$ cat src/rbm_pkg.sv
// shared types, constants and codes for the rom/ram bank mapper with clock
package rbm_pkg;

    // default size of the cartridge ram in bytes
    localparam int RAM_BYTES_DEF = 32768;

    // configuration port data width, widest register
    localparam int CFG_W = 7;

    // configuration register indexes
    localparam logic [1:0] CFG_CLOCK_PRESENT = 2'd0;
    localparam logic [1:0] CFG_RAM_PRESENT   = 2'd1;
    localparam logic [1:0] CFG_ROM_MASK      = 2'd2;
    localparam logic [1:0] CFG_RAM_MASK      = 2'd3;

    // result kinds
    localparam logic [1:0] KIND_READ  = 2'd0;
    localparam logic [1:0] KIND_ROM   = 2'd1;
    localparam logic [1:0] KIND_NONE  = 2'd2;
    localparam logic [1:0] KIND_WRITE = 2'd3;

    // address regions, top three address bits
    localparam logic [2:0] RGN_ENABLE = 3'd0;
    localparam logic [2:0] RGN_ROMB   = 3'd1;
    localparam logic [2:0] RGN_RAMB   = 3'd2;
    localparam logic [2:0] RGN_LATCH  = 3'd3;
    localparam logic [2:0] RGN_EXT    = 3'd5;

    // clock register select codes
    localparam logic [3:0] RTC_SEC  = 4'h8;
    localparam logic [3:0] RTC_MIN  = 4'h9;
    localparam logic [3:0] RTC_HOUR = 4'hA;
    localparam logic [3:0] RTC_DAY  = 4'hB;
    localparam logic [3:0] RTC_CTRL = 4'hC;

    // enable pattern in the low nibble
    localparam logic [3:0] ENABLE_KEY = 4'hA;

    // reciprocals for exact division of a 30-bit value by 15 (shift 34) and by 3 (shift 32)
    localparam logic [30:0] RECIP_15 = 31'd1145324613;
    localparam logic [30:0] RECIP_3  = 31'd1431655766;

    // controller states
    typedef enum logic [2:0] {
        ST_CLEAR,
        ST_IDLE,
        ST_DECODE,
        ST_DIV,
        ST_ADVANCE,
        ST_FINISH
    } rbm_state_t;

    // commands from controller to datapath
    typedef struct packed {
        logic clear;
        logic capture;
        logic exec;
        logic div_start;
        logic div_step;
        logic advance;
        logic finish;
    } rbm_cmd_t;

    // status from datapath to controller
    typedef struct packed {
        logic clr_last;
        logic adv_needed;
        logic div_done;
        logic out_free;
    } rbm_status_t;

endpackage

$ cat src/rbm_ctrl.sv
// controller state machine of the bank mapper
module rbm_ctrl
(
    input  logic                 clk,
    input  logic                 rst_n,
    input  logic                 in_valid,
    output logic                 in_stall,
    input  rbm_pkg::rbm_status_t st,
    output rbm_pkg::rbm_cmd_t    cmd
);
    import rbm_pkg::*;

    rbm_state_t state_reg;
    rbm_state_t state_next;

    // state register
    always_ff @(posedge clk or negedge rst_n)
    begin
        if (!rst_n)
        begin
            state_reg <= ST_CLEAR;
        end
        else
        begin
            state_reg <= state_next;
        end
    end

    // next state and commands
    always_comb
    begin
        state_next = state_reg;
        cmd        = '0;
        in_stall   = 1'b1;
        case (state_reg)
            ST_CLEAR:
            begin
                cmd.clear = 1'b1;
                if (st.clr_last)
                begin
                    state_next = ST_IDLE;
                end
            end
            ST_IDLE:
            begin
                in_stall = 1'b0;
                if (in_valid)
                begin
                    cmd.capture = 1'b1;
                    state_next  = ST_DECODE;
                end
            end
            ST_DECODE:
            begin
                cmd.exec = 1'b1;
                if (st.adv_needed)
                begin
                    cmd.div_start = 1'b1;
                    state_next    = ST_DIV;
                end
                else
                begin
                    state_next = ST_FINISH;
                end
            end
            ST_DIV:
            begin
                cmd.div_step = 1'b1;
                if (st.div_done)
                begin
                    state_next = ST_ADVANCE;
                end
            end
            ST_ADVANCE:
            begin
                cmd.advance = 1'b1;
                state_next  = ST_FINISH;
            end
            ST_FINISH:
            begin
                if (st.out_free)
                begin
                    cmd.finish = 1'b1;
                    state_next = ST_IDLE;
                end
            end
            default:
            begin
                state_next = ST_IDLE;
            end
        endcase
    end

    // a waiting result holds the controller in finish
    a_finish_hold: assert property (@(posedge clk) disable iff (!rst_n)
        (state_reg == ST_FINISH && !st.out_free) |=> state_reg == ST_FINISH)
        else $error("finish left while output busy");

    // the divider only runs after a decode that asked for it
    a_div_entry: assert property (@(posedge clk) disable iff (!rst_n)
        $rose(state_reg == ST_DIV) |-> $past(state_reg == ST_DECODE && st.adv_needed))
        else $error("divider entered without request");

endmodule

$ cat config.mk
export PLATFORM = sky130hd
export DESIGN_NAME = rbm_ctrl
export DESIGN_NICKNAME = d
export VERILOG_FILES = /design/src/rbm_pkg.sv /design/src/rbm_ctrl.sv
export SDC_FILE = /design/constraint.sdc
export NUM_CORES = 1
export LEC_CHECK = 0
export BUFFER_PORTS_ARGS = -buffer_cell sky130_fd_sc_hd__buf_2
export CORE_AREA = 5 5 42 44
export DETAILED_ROUTE_END_ITERATION = 7
export DIE_AREA = 0 0 47 49
export PLACE_DENSITY_LB_ADDON = 0.12
export SLEW_MARGIN = 30
export SYNTH_ARGS = -nofsm -noshare
export SYNTH_HDL_FRONTEND = slang
export SYNTH_SLANG_ARGS = --single-unit
$ cat constraint.sdc
create_clock -name clk -period 1.09 [get_ports clk]
set_input_delay 0.1635 -clock clk [delete_from_list [all_inputs] [get_ports clk]]
set_output_delay 0.1635 -clock clk [all_outputs]
set_load 0.02 [all_outputs]
==> results.yml <==
outcome:
  outcome: "finished with violations"
  violations: "negative setup slack"
floorplanning:
  num_rows: 14
  dieHeight_um: 49
  start_util_pct: 15.6
  io_pins: 15
  core_area_um2: 1400
  die_w_um: 47
  die-area_um2: 2300
sta:
  max_slew_margin_pct: 88.4
  fin_ws_ns: -0.284
  slew_viol_final: 0
  max_freq_mhz: 728
  finalSetupTns_ns: -1.70
  finalCriticalPeriod_ns: 1.37
  tightestPinTransition_ns: 0.173
  finalCritPeriodShare_pct: 126
  hold_viol: 0
  finClkSkew_ns: 0.00139
  rsz0062_at_grt: "yes"
  whs_ns: 0.231
  setup_viol_count_final: 8
power:
  powerDensity_nw_per_um2: 2900
  power_leakage_nw: 0.216
  ir_drop_v: 0.000973
setup_path:
  rr_worst_depth: 3
  reg2reg_slack_ns: 0.09
  r2r-start: "state_reg[2]"
  reg2reg_to: "state_reg[1]"
  critPathKind: "reg2out"
  crit_end: "in_stall"
  startpoint_type: "flop"
  cp_data_required_time_ns: 0.93
  startpoint: "state_reg[1]"
  worstSetupEndpointType: "output pin"
  critPathArrivalTime_ns: 1.21
  worst-path-max-fanout: 6
synth:
  syn_inst: 27
  ys_ff_latch: 3
  synth-seq-area-share_pct: 34.3
  synth_cell_type_count: 19
  ys_warn_count: 0
  avgSynthCellArea_um2: 8.11
  synth_top_area_cell: "dfrtp_1"
  yosys.area.top_type_share_pct: 34.3
  synth_area_leaders: "dfrtp_1 34%, nand2_1 8.6%, nand2b_4 6.3%"
  netlist_area_um2: 219
  syn_nets: 34
grt:
  grt_overflow: 0
  grt_pass1_vias: 296
  grtUsageTotal_pct: 7.68
  grt_max_degree: 9
  antenna_found_initial: 0
  grt_pass1_wl_um: 1200
job:
  drv_cap: 0
clock_tree:
  cts_tree: "done"
  clock_sinks: 3
  root_buffer: "clkbuf_4"
  clock_latency_ns: 0.24
  cts_buffers: 3
  ctsLongestPathBuffers: 2
  path_clk_slew_ns: 0.04
  htree_levels: 1
placement:
  hpwlAfterDp_um: 545
  io_buffer_count: 14
  gp_congestion: 0.696
  dp.cells: 60
finish:
  regArea_um2: 78.8
  fin_nets: 60
  n_fill_cell: 168
  antenna_cells: 0
  areaGrowthSynthToFinish_pct: 111
  largest_reg_flops: 3
  drive_gt1_share_pct: 71.2
  final_common_cell: "buf_4"
  multiInputGateArea_um2: 153
  final_cell_mix: "9 x buf_4, 7 x buf_2, 6 x buf_6"
  final_util_pct: 32.9
  finalNonFillerCells: 68
drt:
  drt_wl_total_um: 803
  antenna_left: 0
  vias: 287
  drc: 0
  drt_iter0_markers: 0
  post_drt_via_cell_ratio: 4.22
  wl_per_cell_um: 11.8
  firstDrtPassIters: 1
worst_hold_path:
  holdCritPathClass: "in2reg"
  min_path_cells: 3
-- worst max-delay path, cell delays in order, from the launching register on --
cell	delay (ns)
dfrtp_2	0.45
or3_1	0.38
buf_6	0.14
-- Yosys cell counts --
| library cell | count |
|---|---|
| nor3_1 | 2 |
| o21bai_1 | 1 |
| o21a_1 | 1 |
| nand2b_4 | 1 |
| and2_1 | 1 |
| nor2_1 | 1 |
| nor3_2 | 1 |
| or3_1 | 1 |
| dfrtp_1 | 3 |
| nand2_1 | 5 |
| o21ai_0 | 2 |
| inv_2 | 1 |
| o21ai_1 | 1 |
| nor3b_1 | 1 |
| buf_6 | 1 |
| buf_2 | 1 |
| a21oi_1 | 1 |
| o22ai_1 | 1 |
| nor2_2 | 1 |
-- cells by family (layout without fill, tap and decap cells) --
group / after synthesis / count (layout) / synth area share [%]
compound gates: 7 / 7 / 18.9
buf+inv: 3 / 28 / 9.14
flops: 3 / 3 / 34.3
simple gates: 14 / 14 / 37.7
-- routing by layer --
metal	vias up	global-route usage, %	part of all wire [%]	routed length, µm
met3	2	1.85	6.4	51
met4	0	8.29	1.7	14
met5	-	0	0	0
met2	12	11.1	55	441
met1	133	8.15	37	295
li1	140	-	-	-
-- timing repair --
item	4_1_cts	5_1_grt
hold endpoints to repair	3	0
resized for setup	12	11
hold buffers	1	0
pin swaps	0	4
buffers inserted	2	1
endpoints found under the setup margin	8	9
-- cell type report --
type	instances	share of cell area, %
Timing Repair Buffer	23	39.0
Multi-Input combinational cell	21	33.1
Sequential cell	3	17.1
Clock buffer	4	5.69
Tap cell	16	4.34
Inverter	1	0.813
-- power breakdown --
part	switching (mW)	internal (mW)
clock	0.0623	0.137
combinational	0.431	0.453
sequential	0.0850	0.169
-- worst min-delay path by stage --
| stage | from | end | slack [ns] |
|---|---|---|---|
| floorplan | rst_n | state_reg[0] | -0.13 |
| global placement | rst_n | state_reg[0] | -0.04 |
| detailed placement | rst_n | state_reg[2] | -0.04 |
| CTS | st[3] | state_reg[0] | 0.23 |
| global route | st[3] | state_reg[0] | 0.25 |
| finish | st[3] | state_reg[0] | 0.23 |
-- stage by stage --
stage | power (mW) | instance area (µm²) | setup WS [ns]
detailed placement | 0.889 | 337 | -0.0932
global route | 1.43 | 462 | -0.317
CTS | 1.23 | 420 | -0.324
global placement | 0.892 | 337 | -0.0866
finish | 1.34 | 462 | -0.284
floorplan | 0.654 | 225 | -0.116
Note: power is estimated with default switching activity, not from simulation.
